### config.mk
export PLATFORM = sky130hd
export DESIGN_NAME = json_string_escaper_core
export DESIGN_NICKNAME = d
export VERILOG_FILES = /design/src/hw/rtl/jse_pkg.sv /design/src/hw/rtl/jse_queue.sv /design/src/hw/rtl/jse_front.sv /design/src/hw/rtl/jse_back.sv /design/src/hw/rtl/json_string_escaper_core.sv
export VERILOG_INCLUDE_DIRS = /design/src /design/src/hw/rtl
export SDC_FILE = /design/constraint.sdc
export NUM_CORES = 1
export LEC_CHECK = 0
export ABC_CLOCK_PERIOD_IN_PS = 3900
export BUFFER_PORTS_ARGS = -buffer_cell sky130_fd_sc_hd__buf_2
export CAP_MARGIN = 20
export CORE_MARGIN = 2
export CORE_UTILIZATION = 55
export CTS_CLUSTER_SIZE = 40
export DETAILED_ROUTE_END_ITERATION = 6
export PLACE_DENSITY_LB_ADDON = 0.3
export SLEW_MARGIN = 20
export SYNTH_ARGS = -nofsm -noshare
export SYNTH_HDL_FRONTEND = slang
export SYNTH_SLANG_ARGS = --single-unit
### constraint.sdc
create_clock -name clk -period 3.9 [get_ports clk]
set_input_delay 0.78 -clock clk [delete_from_list [all_inputs] [get_ports clk]]
set_output_delay 0.78 -clock clk [all_outputs]
set_load 0.005 [all_outputs]
### src/hw/rtl/json_string_escaper_core_defines.svh
// assertion macros for the json string escaper core
// used by the top level only, which supplies clk and arst_n in scope
`ifndef JSON_STRING_ESCAPER_CORE_DEFINES_SVH
`define JSON_STRING_ESCAPER_CORE_DEFINES_SVH

// same-cycle implication, disabled while in reset
`define JSE_ASSERT_IMP(lbl, ante, cons) \
	lbl: assert property (@(posedge clk) disable iff (!arst_n) (ante) |-> (cons)) \
		else $error("jse: same-cycle property violated");

// next-cycle implication, disabled while in reset
`define JSE_ASSERT_NXT(lbl, ante, cons) \
	lbl: assert property (@(posedge clk) disable iff (!arst_n) (ante) |=> (cons)) \
		else $error("jse: next-cycle property violated");

`endif

### src/hw/rtl/jse_pkg.sv
// shared types, constants and helpers for the json string escaper core
// no dependencies
package jse_pkg;

	localparam int unsigned JSE_QUEUE_DEPTH = 4;
	localparam int unsigned RUN_MAX = 6;
	localparam int unsigned STEP_W = $clog2(RUN_MAX);

	localparam logic [15:0] CAP_RESET = 16'd256;
	localparam logic [16:0] ESC_ROOM = 17'd6;
	localparam logic [7:0] CTRL_LIMIT = 8'h20;

	localparam logic [7:0] CH_QUOTE = 8'h22;
	localparam logic [7:0] CH_BSLASH = 8'h5C;
	localparam logic [7:0] CH_LF = 8'h0A;
	localparam logic [7:0] CH_CR = 8'h0D;
	localparam logic [7:0] CH_TAB = 8'h09;
	localparam logic [7:0] CH_N = 8'h6E;
	localparam logic [7:0] CH_R = 8'h72;
	localparam logic [7:0] CH_T = 8'h74;
	localparam logic [7:0] CH_U = 8'h75;
	localparam logic [7:0] CH_ZERO = 8'h30;
	localparam logic [7:0] CH_LOWER_A = 8'h61;

	typedef enum logic [1:0] {
		KIND_PASS,
		KIND_PAIR,
		KIND_UNI
	} jse_kind_t;

	// one classified byte waiting for the back end
	typedef struct packed {
		jse_kind_t   kind;
		logic [7:0]  ch;
		logic [15:0] base_idx;
	} jse_entry_t;

	function automatic logic [7:0] hex_lower(input logic [3:0] nib);
		logic [7:0] r;
		if (nib < 4'd10) begin
			r = CH_ZERO + {4'd0, nib};
		end else begin
			r = CH_LOWER_A + {4'd0, nib} - 8'd10;
		end
		return r;
	endfunction

	function automatic logic [STEP_W-1:0] run_len(input jse_kind_t kind);
		logic [STEP_W-1:0] r;
		case (kind)
			KIND_PASS: r = STEP_W'(1);
			KIND_PAIR: r = STEP_W'(2);
			KIND_UNI:  r = STEP_W'(RUN_MAX);
			default:   r = STEP_W'(1);
		endcase
		return r;
	endfunction

endpackage

### src/hw/rtl/jse_queue.sv
// small register queue between the front and back ends
// depends on jse_pkg for the entry type
module jse_queue import jse_pkg::*; #(
	parameter int unsigned DEPTH = JSE_QUEUE_DEPTH,
	localparam int unsigned PTR_W = $clog2(DEPTH),
	localparam int unsigned LVL_W = $clog2(DEPTH + 1)
) (
	input  logic             clk,
	input  logic             arst_n,
	input  logic             push,
	input  jse_entry_t       push_entry,
	input  logic             pop,
	output jse_entry_t       head,
	output logic             full,
	output logic             empty,
	output logic [LVL_W-1:0] level
);

	jse_entry_t mem_q [DEPTH];
	logic [PTR_W-1:0] wr_ptr_q;
	logic [PTR_W-1:0] rd_ptr_q;
	logic [LVL_W-1:0] level_q;

	assign full = (level_q == LVL_W'(DEPTH));
	assign empty = (level_q == '0);
	assign level = level_q;
	assign head = mem_q[rd_ptr_q];

	always_ff @(posedge clk) begin
		if (push) begin
			mem_q[wr_ptr_q] <= push_entry;
		end
	end

	always_ff @(posedge clk or negedge arst_n) begin
		if (!arst_n) begin
			wr_ptr_q <= '0;
			rd_ptr_q <= '0;
			level_q <= '0;
		end else begin
			if (push) begin
				wr_ptr_q <= (wr_ptr_q == PTR_W'(DEPTH - 1)) ? '0 : wr_ptr_q + PTR_W'(1);
			end
			if (pop) begin
				rd_ptr_q <= (rd_ptr_q == PTR_W'(DEPTH - 1)) ? '0 : rd_ptr_q + PTR_W'(1);
			end
			case ({push, pop})
				2'b10:   level_q <= level_q + LVL_W'(1);
				2'b01:   level_q <= level_q - LVL_W'(1);
				default: level_q <= level_q;
			endcase
		end
	end

endmodule

### src/hw/rtl/jse_front.sv
// front end: capacity register, string count and stop state, byte classification
// depends on jse_pkg; feeds jse_queue
module jse_front import jse_pkg::*; (
	input  logic        clk,
	input  logic        arst_n,
	input  logic        cfg_we,
	input  logic [15:0] cfg_wdata,
	input  logic        in_valid,
	output logic        in_ready,
	input  logic [7:0]  data_byte,
	input  logic        string_start,
	input  logic        q_full,
	output logic        push,
	output jse_entry_t  push_entry
);

	logic [15:0] capacity_q;
	logic [15:0] out_count_q;
	logic        stopped_q;

	logic        in_fire;
	logic [15:0] cnt;
	logic        stp;
	logic        room;
	logic        emit;
	jse_kind_t   kind;
	logic [7:0]  ch;

	assign in_ready = !q_full;
	assign in_fire = in_valid && in_ready;

	// a start flag clears count and stop before the byte is looked at
	assign cnt = string_start ? 16'd0 : out_count_q;
	assign stp = string_start ? 1'b0 : stopped_q;
	assign room = ({1'b0, cnt} + ESC_ROOM) < {1'b0, capacity_q};
	assign emit = !stp && (data_byte != 8'd0) && room;

	always_comb begin
		kind = KIND_PASS;
		ch = data_byte;
		case (data_byte)
			CH_QUOTE, CH_BSLASH: begin
				kind = KIND_PAIR;
			end
			CH_LF: begin
				kind = KIND_PAIR;
				ch = CH_N;
			end
			CH_CR: begin
				kind = KIND_PAIR;
				ch = CH_R;
			end
			CH_TAB: begin
				kind = KIND_PAIR;
				ch = CH_T;
			end
			default: begin
				if (data_byte < CTRL_LIMIT) begin
					kind = KIND_UNI;
				end
			end
		endcase
	end

	assign push = in_fire && emit;
	assign push_entry = '{kind: kind, ch: ch, base_idx: cnt};

	always_ff @(posedge clk or negedge arst_n) begin
		if (!arst_n) begin
			capacity_q <= CAP_RESET;
			out_count_q <= '0;
			stopped_q <= 1'b0;
		end else begin
			if (cfg_we) begin
				capacity_q <= cfg_wdata;
			end
			if (in_fire) begin
				out_count_q <= emit ? cnt + {{(16 - STEP_W){1'b0}}, run_len(kind)} : cnt;
				stopped_q <= !emit;
			end
		end
	end

endmodule

### src/hw/rtl/jse_back.sv
// back end: walks each queued entry through its escape run into the output register
// depends on jse_pkg; drains jse_queue
module jse_back import jse_pkg::*; (
	input  logic        clk,
	input  logic        arst_n,
	input  logic        q_empty,
	input  jse_entry_t  head,
	output logic        pop,
	output logic        out_valid,
	input  logic        out_ready,
	output logic [7:0]  out_byte,
	output logic [15:0] out_index,
	output logic        last_of_run
);

	logic [STEP_W-1:0] step_q;
	logic              out_valid_q;
	logic [7:0]        out_byte_q;
	logic [15:0]       out_index_q;
	logic              out_last_q;

	logic              load;
	logic              is_last;
	logic [7:0]        byte_sel;

	assign load = !q_empty && (!out_valid_q || out_ready);
	assign is_last = (step_q == run_len(head.kind) - STEP_W'(1));
	assign pop = load && is_last;

	always_comb begin
		byte_sel = head.ch;
		case (head.kind)
			KIND_PASS: byte_sel = head.ch;
			KIND_PAIR: byte_sel = (step_q == '0) ? CH_BSLASH : head.ch;
			KIND_UNI: begin
				case (step_q)
					STEP_W'(0): byte_sel = CH_BSLASH;
					STEP_W'(1): byte_sel = CH_U;
					STEP_W'(2): byte_sel = CH_ZERO;
					STEP_W'(3): byte_sel = CH_ZERO;
					STEP_W'(4): byte_sel = hex_lower(head.ch[7:4]);
					default:    byte_sel = hex_lower(head.ch[3:0]);
				endcase
			end
			default: byte_sel = head.ch;
		endcase
	end

	always_ff @(posedge clk) begin
		if (load) begin
			out_byte_q <= byte_sel;
			out_index_q <= head.base_idx + {{(16 - STEP_W){1'b0}}, step_q};
			out_last_q <= is_last;
		end
	end

	always_ff @(posedge clk or negedge arst_n) begin
		if (!arst_n) begin
			step_q <= '0;
			out_valid_q <= 1'b0;
		end else begin
			if (load) begin
				step_q <= is_last ? '0 : step_q + STEP_W'(1);
			end
			if (load) begin
				out_valid_q <= 1'b1;
			end else if (out_ready) begin
				out_valid_q <= 1'b0;
			end
		end
	end

	assign out_valid = out_valid_q;
	assign out_byte = out_byte_q;
	assign out_index = out_index_q;
	assign last_of_run = out_last_q;

endmodule

### src/hw/rtl/json_string_escaper_core.sv
// top level of the json string escaper core: front end, queue, back end
// depends on jse_pkg, jse_front, jse_queue, jse_back and the defines header
//
//   channel   handshake             payload
//   config    cfg_we                cfg_wdata (out_capacity)
//   input     in_valid / in_ready   data_byte, string_start
//   output    out_valid / out_ready out_byte, out_index, last_of_run
//
// while out_ready is high, one output beat per cycle from the back end; a plain
// byte is one beat, a two-char escape two, a \u00xx escape six, dropped bytes none
// the front takes one input beat per cycle while the queue has room
// (QUEUE_DEPTH entries), so long escape runs back it up only through the queue
// an accepted input beat is written into the queue and then loaded from the queue
// head into the output register, where its first output beat can be taken
// arst_n clears count, stop flag, queue and output valid; capacity resets to 256
`include "json_string_escaper_core_defines.svh"

module json_string_escaper_core import jse_pkg::*; #(
	parameter int unsigned QUEUE_DEPTH = JSE_QUEUE_DEPTH
) (
	input  logic        clk,
	input  logic        arst_n,
	input  logic        cfg_we,
	input  logic [15:0] cfg_wdata,
	input  logic        in_valid,
	output logic        in_ready,
	input  logic [7:0]  data_byte,
	input  logic        string_start,
	output logic        out_valid,
	input  logic        out_ready,
	output logic [7:0]  out_byte,
	output logic [15:0] out_index,
	output logic        last_of_run
);

	localparam int unsigned LVL_W = $clog2(QUEUE_DEPTH + 1);

	logic             q_push;
	jse_entry_t       q_push_entry;
	logic             q_pop;
	jse_entry_t       q_head;
	logic             q_full;
	logic             q_empty;
	logic [LVL_W-1:0] q_level;

	jse_front u_front (
		.clk          (clk),
		.arst_n       (arst_n),
		.cfg_we       (cfg_we),
		.cfg_wdata    (cfg_wdata),
		.in_valid     (in_valid),
		.in_ready     (in_ready),
		.data_byte    (data_byte),
		.string_start (string_start),
		.q_full       (q_full),
		.push         (q_push),
		.push_entry   (q_push_entry)
	);

	jse_queue #(
		.DEPTH (QUEUE_DEPTH)
	) u_queue (
		.clk        (clk),
		.arst_n     (arst_n),
		.push       (q_push),
		.push_entry (q_push_entry),
		.pop        (q_pop),
		.head       (q_head),
		.full       (q_full),
		.empty      (q_empty),
		.level      (q_level)
	);

	jse_back u_back (
		.clk         (clk),
		.arst_n      (arst_n),
		.q_empty     (q_empty),
		.head        (q_head),
		.pop         (q_pop),
		.out_valid   (out_valid),
		.out_ready   (out_ready),
		.out_byte    (out_byte),
		.out_index   (out_index),
		.last_of_run (last_of_run)
	);

	// a run that is not finished keeps the output busy with the next index
	`JSE_ASSERT_NXT(a_run_continues, out_valid && out_ready && !last_of_run, out_valid && (out_index == $past(out_index) + 16'd1))
	// queue occupancy never exceeds its depth
	`JSE_ASSERT_IMP(a_queue_bound, 1'b1, q_level <= LVL_W'(QUEUE_DEPTH))
	// the back end only retires an entry that is present
	`JSE_ASSERT_IMP(a_pop_nonempty, q_pop, !q_empty)

endmodule

Word-level counts from Yosys, hierarchy flattened
Memories as Yosys holds them, arrays and structs flattened.
Index checks and enable logic that the tools add are counted.
W data, S select, Z words.

word-level totals
  register bits = 69
  memory bits (writable) = 104
  input port bits = 30
  output and inout bits = 27
  logic and storage cells = 91
  memories kept = 1

memory list
  memory         depth  bits a word  rd ports  clocked after memory_dff  write ports  line             source
  u_queue.mem_q  4      26           1         0                         1            jse_queue.sv:19  jse_entry_t mem_q [DEPTH];

operators by class
  add/subtract/negate cells = 15
  $lt $le $gt $ge = 4
  equality and inequality tests = 19
  mux-type cells = 22
  reductions and logical operators = 19

operators by type and width
  kind                     number
  $add A16 B3 Y16          2
  $mux W16                 2
  $pmux W8 S4              1
  $eq A8 B4 Y1 const B     3
  $mux W8                  3
  $pmux W8 S3              1
  $pmux W3 S2              3
  $add A16 B3 Y17 const B  1
  $lt A17 B16 Y1           1
  $add A7 B4 Y8 const A    2
  $pmux W8 S2              1
  $sub A8 B4 Y8 const B    2
  $add A6 B4 Y7 const A    2
  $eq A2 B2 Y1 const B     5
  $eq A8 B6 Y1 const B     1
  $eq A8 B7 Y1 const B     1
  $lt A4 B4 Y1 const B     2
  $lt A8 B6 Y1 const B     1
  $mux W2                  4
  $reduce_bool A8 Y1       1
  $add A3 B1 Y3 const B    2
  $eq A2 B1 Y1 const B     3
  $eq A3 B2 Y1 const B     2
  $eq A3 B3 Y1 const B     2
  13 further kinds         31

Logic depth before layout (Yosys ltp)
Gate-level depths: netlist of run 1.

  depth in word-level cells = 8
  gate-level depth with buffers = 22
  gate-level depth less buffers = 19

Cells and area by module
Synthesis of run 1 repeated with hierarchy kept, for this count alone.

unflattened totals
  cells, all modules = 643
  area, all modules = 8590.7 um^2

by module, submodules not included
  module     instances  cells each  area an instance (um^2)
  jse_queue  1          174         4220.3
  jse_front  1          301         2562.5
  jse_back   1          168         1808.0

Worst setup path before layout of run 1
Ideal clock, no wire load.

  kind = input-to-reg
  start point = input string_start
  end point = register u_queue.level_q[2], in the netlist u_queue.level[2]
  library setup time = 125 ps
  arrival = 4214 ps
  setup slack = -439 ps
  cell stages on the path = 19
  buffers on the path = 3
  cell sequence = buf_4 nand3b_1 or2_2 nor2_1 nand3_1 nor3_1 xor2_1 ha_1 a221o_1 a211oi_1 o2111a_1 buf_4 buf_6 inv_1 ha_1 fa_1 xnor2_1 nor2_1 xor2_1

between the ends
  longest elaborated chain between the ends = 7

RTL lines
  item                                                          line                              source
  from (decl)                                                   json_string_escaper_core.sv:28    input logic string_start,
  $mux W16 / $mux W1 (equally long branches)                    jse_front.sv:33, jse_front.sv:34
  $add A16 B3 Y17 / $logic_not A1 Y1 (equally long branches)    jse_front.sv:35, jse_front.sv:36
  $lt A17 B16 Y1 / $logic_and A1 B1 Y1 (equally long branches)  jse_front.sv:35, jse_front.sv:36
  $logic_and A1 B1 Y1 *                                         jse_front.sv:36                   assign emit = !stp && (data_byte != 8'd0) && room;
  $logic_and A1 B1 Y1 *                                         jse_front.sv:65                   assign push = in_fire && emit;
  $eq A2 B1 Y1 / $eq A2 B2 Y1 (equally long branches)           jse_queue.sv:47                   case ({push, pop})
  $pmux W3 S2 / $reduce_bool A2 Y1 (equally long branches)      -
  to (signal assigned)                                          jse_queue.sv:48                   2'b10: level_q <= level_q + LVL_W'(1);
  to (signal assigned)                                          jse_queue.sv:49                   2'b01: level_q <= level_q - LVL_W'(1);
  to (signal assigned)                                          jse_queue.sv:50                   default: level_q <= level_q;
  to (decl)                                                     jse_queue.sv:22                   logic [LVL_W-1:0] level_q;

Mark *: on every way between the ends. The rest lies on a longest branch, timed or not.
A chain may end at the register's enable or synchronous reset.

==> results of run 1 <==
==> critical path, stage by stage <==
cell	delay [ns]
buf_2	0.15
buf_4	0.15
inv_2	0.06
nand2_1	0.07
inv_1	0.08
nor2_1	0.05
nor2_1	0.19
nand3_2	0.13
nor3_2	0.15
xor2_1	0.18
ha_1	0.27
a221o_1	0.33
a211oi_2	0.22
o2111a_2	0.28
inv_4	0.05
ha_4	0.16
fa_2	0.41
mux2_4	0.28
==> metal layers <==
metal  track usage  routed length [um]  share of wire  up-vias
met2         0.393                8840           0.52      146
met5             0                   0              0        -
met3        0.0434                 750          0.044       24
met4        0.0756                 259          0.015        0
met1         0.274                7110           0.42     2651
li1              -                   -              -     2588
==> worst paths after layout <==
check | startpoint | endpoint | slack [ns] | cells after the start
min in group clk | u_queue.level[2] | u_queue.level[2] | 0.50 | 1
worst min register to register | u_queue.level[2] | u_queue.level[2] | 0.50 | 1
worst max-delay path | string_start | u_queue.level[1] | 0.22 | 18
max in group asynchronous | arst_n | u_front.capacity_q[7] | 3.14 | 1
worst min-delay path | arst_n | u_back.step_q[2] | 0.36 | 1
worst max register to register | u_front.out_count_q[6] | u_queue.level[1] | 0.33 | 14
==> cell families (layout without fill, tap and decap cells) <==
| logic type | after synthesis | count (layout) |
|---|---|---|
| AOI/OAI and AO/OA | 94 | 94 |
| and+or+nand+nor | 200 | 200 |
| xor gates and xnor gates | 43 | 43 |
| muxes | 32 | 32 |
| adders and majority gates | 39 | 39 |
| DFF | 173 | 173 |
| buffers and inverters | 73 | 188 |
==> final cells by class <==
class | count | share of cell area
Multi-Input combinational cell | 408 | 0.326
Inverter | 50 | 0.0193
Tap cell | 188 | 0.0239
Timing Repair Buffer | 106 | 0.0735
Sequential cell | 173 | 0.505
Clock buffer | 26 | 0.0488
Clock inverter | 6 | 0.00381
==> what timing repair did <==
| item | CTS | global route |
|---|---|---|
| resized for setup | 0 | 3 |
| hold endpoints to repair | 0 | 0 |
| setup endpoints to repair | 0 | 106 |
==> sequential cells by signal, summed over array words and instances, names as in the netlist <==
| register | flops |
|---|---|
| u_back.last_of_run | 1 |
| u_back.out_byte | 8 |
| u_back.out_index | 16 |
| u_back.out_valid | 1 |
| u_back.step_q | 3 |
| u_front.capacity_q | 16 |
| u_front.out_count_q | 16 |
| u_front.stopped_q | 1 |
| u_queue.level | 3 |
| u_queue.mem_q | 104 |
| u_queue.rd_ptr_q | 2 |
| u_queue.wr_ptr_q | 2 |
==> power by group <==
group	internal, uW	total (uW)	switching (uW)
sequential	2510	2670	163
combinational	1060	2370	1320
clock	851	1500	654
==> cell usage in the layout, fill, tap and decap left out, types with 17 or more instances in the layout <==
| cell | count |
|---|---|
| clkbuf_16 | 18 |
| xor2_1 | 23 |
| ha_1 | 35 |
| edfxtp_1 | 129 |
| nor2_1 | 27 |
| dfrtp_1 | 43 |
| inv_1 | 47 |
| o21ai_0 | 34 |
| mux4_2 | 17 |
| xnor2_1 | 20 |
| nand2_1 | 79 |
| a21oi_1 | 18 |
| buf_2 | 55 |
| buf_4 | 45 |
==> stage by stage <==
stage | hold slack, ns | total power (uW) | cells
floorplan | 0.457 | 4370 | 654
global placement | 0.476 | 4990 | 925
detailed placement | 0.489 | 5080 | 925
CTS | 0.503 | 6590 | 957
global route | 0.389 | 6970 | 957
finish | 0.358 | 6550 | 957
==> impl_metrics.toml, run 1 <==
[sta]
maxSlewViolCount = 0
setup_slack_ns = 0.225
hold_viol_final = 0
setup_violations = 0
worst_pin_slew_ns = 0.758
fin_skew_ns = 0.0109
rsz0062_at_grt = "false"
finalSetupTns_ns = 0
post-route-period-util = 0.942
timing.fmax_ghz = 0.272
min_period_ns = 3.68
slew_headroom = 0.491

[floorplanning]
rows = 45
dieArea_sq_um = 16400
dieHeight_um = 128
io-pin-count = 57
die_w_um = 128
core-area_sq_um = 15100
start_util = 0.560

[clock_tree]
cts_max_path_buffers = 2
cts_tree = "yes"
clockRootBuffer = "clkbuf_16"
clk_pin_slew_worst_paths_ns = 0.06
cts_sinks = 173
insertion_delay_ns = 0.42
post_cts_buffers = 0
postCtsHoldBufs = 0
htreeDepth = 4
cts_inserted_buffers = 17

[placed_design]
place.gp.congestion = 0.856
port_buffers = 56
place_area_sq_um = 9320
dpl_worst_slack_ns = -0.291
dpl.hpwl_um = 12500

[synth]
yosys_warnings = 0
synth_top_family_by_area = "simple AND/OR/NAND/NOR gates"
synthAdderAreaFrac = 0.0604
synth_cells = 654
synth_xor_area_frac = 0.0445
synth_ff_type = "edfxtp_1"
synthTopCellsByArea = "edfxtp_1 (46%), dfrtp_1 (13%), ha_1 (5.3%)"
synth_enable_flop_cells = 129
avgSynthCellArea_sq_um = 12.9
yosys-top-cells-count = "edfxtp_1 (129), nand2_1 (79), inv_1 (48)"
syn-cell-area_sq_um = 8450
async_reset_ff_frac = 0.254
mappedNetlistNets = 723
ys_ff_latch = 173
synthSimpleGateAreaFrac = 0.119
yosysMostFrequentCell = "edfxtp_1"
synthMuxAreaShare = 0.0810
netlist-cell-type-count = 60
synth_top_area_share = 0.458
synth-compound-area-share = 0.0682
yosysSeqAreaShare = 0.589
synth.largest_area_cell = "edfxtp_1"

[drt]
vias = 5409
drc = 0
wire_per_inst_um = 17.7
avgViaCountPerCell = 5.65
dr.pass1.iters = 5
drt_wl_total_um = 17000
ant_nets = 0
drtIter0Drc = 314

[setup_path]
start_kind = "input pin"
crit_path_end_kind = "register"
crit_path_max_fanout = 7
required_ns = 4.20
critPathArrivalTime_ns = 3.97
path_class = "input pin to register"

[cells_and_area]
multi_input_area_sq_um = 3210
syn2layout_area_growth_pct = 16.5
n_fill_cell = 1113
final_util = 0.653
nets = 825
drive_gt1_frac = 0.233
stdcell_area_sq_um = 9850
seqCellArea_sq_um = 4980
diodes = 0

[global_route]
grt_max_degree = 45
track_usage = 0.222
antenna_found_initial = 0
grt_first_pass_wirelength_um = 27800
gr-total-overflow = 0
grt_pass1_vias = 5624

[pwr]
p_leak_uw = 0.00402
p_per_area_nw_per_um2 = 665
ir_drop_mv = 0.393

[outcome]
status = "finished clean"

[run]
maxCapViolCount = 0

[hold_path]
min_path_type = "input pin to async pin"
Power figures use the tool's default switching activity.
==> run 2: changes to the inputs <==
- ABC_AREA: unset -> 1
- CTS_CLUSTER_SIZE: 40 -> 10
==> run 2 against run 1 <==
Register-to-register slack better by 0.17 ns; global-route usage down 0.061 points; count of clock-buffer cells in the layout down 3; via count up 20%; wire length up 8.9%; critical endpoint is now u_queue.level[2]; largest cell class unchanged; largest power group is now combinational cells.
==> impl_metrics.toml, run 2 <==
[outcome]
status = "finished clean"

[clock_tree]
cts_tree = "yes"
insertion_delay_ns = 0.43
cts_sinks = 173
post_cts_buffers = 0
postCtsHoldBufs = 0
cts_max_path_buffers = 2
clk_pin_slew_worst_paths_ns = 0.07
clockRootBuffer = "clkbuf_16"
cts_inserted_buffers = 17
htreeDepth = 4

[global_route]
gr-total-overflow = 0
antenna_found_initial = 0
track_usage = 0.221
grt_first_pass_wirelength_um = 30400
grt_max_degree = 45
grt_pass1_vias = 6256

[synth]
yosys_warnings = 0
async_reset_ff_frac = 0.254
yosys-top-cells-count = "nand2_1 (226), edfxtp_1 (129), inv_1 (118)"
ys_ff_latch = 173
synth_top_area_share = 0.431
mappedNetlistNets = 992
synthTopCellsByArea = "edfxtp_1 (43%), dfrtp_1 (12%), nand2_1 (9.4%)"
synth.largest_area_cell = "edfxtp_1"
syn-cell-area_sq_um = 8980
synth_cells = 923
yosysMostFrequentCell = "nand2_1"
avgSynthCellArea_sq_um = 9.73
synth_enable_flop_cells = 129
synth_ff_type = "edfxtp_1"
netlist-cell-type-count = 51
yosysSeqAreaShare = 0.554

[placed_design]
dpl.cell_count = 1214
dpl.hpwl_um = 12800
place_area_sq_um = 9770
place.gp.congestion = 0.897
port_buffers = 56
dpl_worst_slack_ns = -0.0810

[cells_and_area]
largest_register_ffs = 104
drive_gt1_frac = 0.190
stdcell_area_sq_um = 10300
nets = 1086
layout_commonest_cell = "nand2_1"
diodes = 0
largest-register = "u_queue.mem_q"
final_cell_mix = "nand2_1 (226), edfxtp_1 (129), inv_1 (118)"
fin_cells = 1246
syn2layout_area_growth_pct = 15.1

[floorplanning]
start_util = 0.564
dieArea_sq_um = 17400
core-area_sq_um = 15900
io-pin-count = 57
rows = 46
die_w_um = 132
dieHeight_um = 132

[pwr]
internal_power_uw = 4380
p_per_area_nw_per_um2 = 686
seqPwrFrac = 0.374
combPwrFrac = 0.399
p_clk_frac = 0.227
p_leak_uw = 0.00461
ir_drop_mv = 0.381
switchingPower_uw = 2710
p_sw_frac = 0.382

[sta]
hold_slack_ns = 0.341
post-route-period-util = 0.920
rsz0062_at_grt = "false"
fin_skew_ns = 0.00979
worst_pin_slew_ns = 0.662
setup_slack_ns = 0.314
hold_viol_final = 0
slew_headroom = 0.558
timing.fmax_ghz = 0.279
maxSlewViolCount = 0
setup_violations = 0
min_period_ns = 3.59

[drt]
drt_wl_total_um = 18500
drtIter0Drc = 427
avgViaCountPerCell = 5.21
vias = 6495
drc = 0
wire_per_inst_um = 14.8
dr.pass1.iters = 5
ant_nets = 0

[setup_path]
crit_path_end_kind = "register"
crit_path_max_fanout = 6
start_kind = "input pin"
path_class = "input pin to register"
critPathArrivalTime_ns = 3.89
required_ns = 4.21

[run]
maxCapViolCount = 0

[hold_path]
min_path_type = "input pin to async pin"
-- run 2: metal layers --
metal  GRT usage  share of wire
met1       0.304           0.47
met2       0.360           0.47
met3      0.0400          0.043
met4      0.0725          0.014
met5           0              0
-- run 2: final cells by class --
cell class	count	area, sq um
clock inverter	9	76.3
fill	1274	5600
sequential	173	4980
multi-input combinational	598	3380
inverter	127	484
tap	216	270
timing repair buffer	100	663
clock buffer	23	488
-- run 2: kinds of logic (layout without fill, tap and decap cells) --
| kind of cell | Yosys count | in the layout | share of synthesized area |
|---|---|---|---|
| buf+inv | 152 | 259 | 0.0738 |
| flops | 173 | 173 | 0.554 |
| simple gates | 423 | 423 | 0.213 |
| mux | 1 | 1 | 0.00125 |
| xor+xnor | 21 | 21 | 0.0205 |
| fa+ha+maj | 39 | 39 | 0.0568 |
| compound gates | 114 | 114 | 0.0804 |
-- run 2: worst paths after layout --
check / start / endpoint / slack (ns) / depth (start not counted)
worst min register to register: u_front.capacity_q[0] / u_front.capacity_q[0] / 0.53 / 1
min in group clk: u_front.capacity_q[0] / u_front.capacity_q[0] / 0.53 / 1
worst max-delay path: string_start / u_queue.level[2] / 0.31 / 25
worst max register to register: u_queue.rd_ptr_q[0] / u_queue.level[1] / 0.50 / 14
max in group asynchronous: arst_n / u_front.out_count_q[13] / 3.15 / 1
worst min-delay path: arst_n / u_back.step_q[1] / 0.34 / 1
-- run 2: critical path, stage by stage --
cell and delay, ns:
buf_2 0.18, inv_8 0.11, nand2_2 0.06, nand2_2 0.09, nand2_2 0.08, nor2_4 0.13, nand2_2 0.10, nor3_2 0.19
inv_1 0.07, nand2_1 0.07, inv_1 0.04, ha_1 0.28, inv_1 0.07, nor3_1 0.05, nor3_1 0.12, nand2_1 0.07
nand2_1 0.05, nand2_1 0.12, nand2_4 0.12, nand2_8 0.05, ha_1 0.24, fa_1 0.41, a21oi_2 0.13, o21ai_0 0.11
xor2_1 0.15
-- run 2: metrics by stage --
step	utilization	total power [uW]	setup TNS [ns]
2_1_floorplan	-	4740	-3.46
3_3_place_gp	0.613	5430	-0.0142
3_5_place_dp	0.613	5500	-0.0810
4_1_cts	0.648	7120	0
5_1_grt	0.649	7600	0
6_report	0.649	7100	0
-- run 2: what timing repair did --
action | 4_1_cts | 5_1_grt
hold endpoints to repair | 0 | 0
gates resized for setup | 0 | 2
endpoints found under the setup margin | 0 | 1
-- run 2: power groups by stage --
stage	logic (uW)	clock network [uW]	registers [uW]
after global routing	3200	1710	2690
final	2830	1610	2650
after CTS	2830	1640	2660
after floorplan	2030	0	2710
after global placement	2750	0	2680
after detailed placement	2810	0	2690
==> run 3: changes to the inputs <==
- REMOVE_ABC_BUFFERS: unset -> 1
==> run 3 against run 2 <==
Flip-flop and latch count unchanged; total power up 1.5%; wire length decreased by 3.1%; die area stayed put; sequential power barely moved; register-to-register slack got worse by 0.08 ns; non-clock buffer count is 1 higher.
==> impl_metrics.toml, run 3 (synthesized netlist as in run 2, its figures left out) <==
[outcome]
status = "finished clean"

[sta]
hold_viol_final = 0
setup_slack_ns = 0.335
worst_pin_slew_ns = 0.745
timing.fmax_ghz = 0.280
slew_headroom = 0.503
rsz0062_at_grt = "false"
hold_slack_ns = 0.404
min_period_ns = 3.57
maxSlewViolCount = 0
post-route-period-util = 0.914
setup_violations = 0
fin_skew_ns = 0.00912

[hold_path]
min_path_type = "input pin to async pin"

[pwr]
p_per_area_nw_per_um2 = 694
p_leak_uw = 0.00465
ir_drop_mv = 0.384
p_sw_frac = 0.375
p_clk_frac = 0.243
seqPwrFrac = 0.368
combPwrFrac = 0.389
switchingPower_uw = 2700
internal_power_uw = 4500
p_total_uw = 7210

[setup_path]
reg2regPathDepth = 14
cp_top_family = "simple AND/OR/NAND/NOR gates"
cpPeakStageDelay_ns = 0.38
crit_path_max_fanout = 5
cp.depth = 23
critPathArrivalTime_ns = 3.88
critical_path_buf_inv_count = 4
cpMostUsedCell = "nand2_1"
path_class = "input pin to register"
cp_slowest_cell = "fa_1"
start_kind = "input pin"
crit_chain = "buf_2 > buf_4 > nor2_4 > nand2_1 > nor2_2 > nand2_1 > o31ai_1 > nand2_1 > inv_1 > ha_1 > nand2_1 > inv_1 > nor3_1 > nand2_1 > nand2_1 > nand2_1 > nand2_4 > nand2_8 > ha_1 > fa_1 > a21oi_1 > o21ai_0 > xor2_1"
crit_path_end_kind = "register"
required_ns = 4.21

[cells_and_area]
n_fill_cell = 1275
layout_commonest_cell = "nand2_1"
largest_register_ffs = 104
nets = 1087
syn2layout_area_growth_pct = 15.5
final_cell_mix = "nand2_1 (226), edfxtp_1 (129), inv_1 (118)"
fin_cells = 1247
diodes = 0
largest-register = "u_queue.mem_q"
drive_gt1_frac = 0.189
stdcell_area_sq_um = 10400

[placed_design]
port_buffers = 56
dpl.hpwl_um = 12500
dpl.cell_count = 1215
dpl_worst_slack_ns = -0.0771
place_area_sq_um = 9770
place.gp.congestion = 0.897

[drt]
dr.pass1.iters = 5
route.met2.wl_um = 8530
wl_met3_um = 866
drc = 0
wl_met1_um = 8240
drt_wl_total_um = 17900
top_layer = "met4"
drtIter0Drc = 473
avgViaCountPerCell = 5.16
wire_per_inst_um = 14.4
ant_nets = 0
vias = 6430

[clock_tree]
clockRootBuffer = "clkbuf_16"
insertion_delay_ns = 0.44
post_cts_resized = 0
htreeDepth = 4
cts_max_path_buffers = 2
cts_inserted_buffers = 17
postCtsHoldBufs = 0
post_cts_buffers = 0
cts_sinks = 173
clk_pin_slew_worst_paths_ns = 0.06
cts_tree = "yes"

[global_route]
gr-total-overflow = 0
grt_pass1_vias = 6131
track_usage = 0.217
grt_max_degree = 45
antenna_found_initial = 0
grt_first_pass_wirelength_um = 29400

[floorplanning]
rows = 46
start_util = 0.564
die_w_um = 132
core-area_sq_um = 15900
io-pin-count = 57
dieHeight_um = 132
dieArea_sq_um = 17400

[run]
maxCapViolCount = 0
==> run 3: cell type report <==
| type | instances | area, sq um | area share |
|---|---|---|---|
| Inverter | 127 | 484 | 0.0467 |
| Clock buffer | 18 | 429 | 0.0414 |
| Timing Repair Buffer | 101 | 668 | 0.0644 |
| Multi-Input combinational cell | 598 | 3370 | 0.325 |
| Tap cell | 216 | 270 | 0.0260 |
| Sequential cell | 173 | 4980 | 0.479 |
| Clock inverter | 14 | 180 | 0.0174 |
==> run 3: path summary, 6_finish.rpt <==
path,to,slack (ns),start
setup / recovery,u_queue.level[2],0.33,string_start
max in group asynchronous,u_front.capacity_q[8],2.74,arst_n
hold / removal,u_back.out_valid,0.40,arst_n
hold reg to reg,u_front.capacity_q[8],0.52,u_front.capacity_q[8]
min in group clk,u_front.capacity_q[8],0.52,u_front.capacity_q[8]
setup reg to reg,u_queue.level[1],0.42,u_queue.rd_ptr_q[1]
==> run 3: power groups by stage <==
stage | combinational, uW | clock [uW] | sequential, uW
after floorplan | 1820 | 0 | 2780
after global placement | 2720 | 0 | 2680
after detailed placement | 2780 | 0 | 2690
after CTS | 2810 | 1770 | 2650
after global routing | 3160 | 1840 | 2690
final | 2800 | 1750 | 2650
==> run 3: per-layer routing <==
layer  vias to the layer above  global-route usage
met5                         -                   0
met4                         0              0.0839
met3                        17              0.0334
met2                       193               0.355
met1                      2940               0.294
li1                       3280                   -
==> run 3: worst reg2reg max path, cell delays in order, from the launching register on <==
cell and delay, ns:
dfrtp_1 0.39, inv_2 0.37, a21oi_1 0.08, a32oi_1 0.26
inv_1 0.10, ha_1 0.27, inv_1 0.22, nor2_1 0.07
nor4_1 0.30, inv_1 0.14, nor2_1 0.36, ha_1 0.27
fa_1 0.41, nor2_1 0.09, a21oi_1 0.05
==> run 3: metrics by stage <==
stage / util / TNS [ns]
finish: 0.651 / 0
CTS: 0.651 / 0
global route: 0.651 / 0
detailed placement: 0.613 / -0.0771
global placement: 0.613 / -0.0171
floorplan: - / -28.00
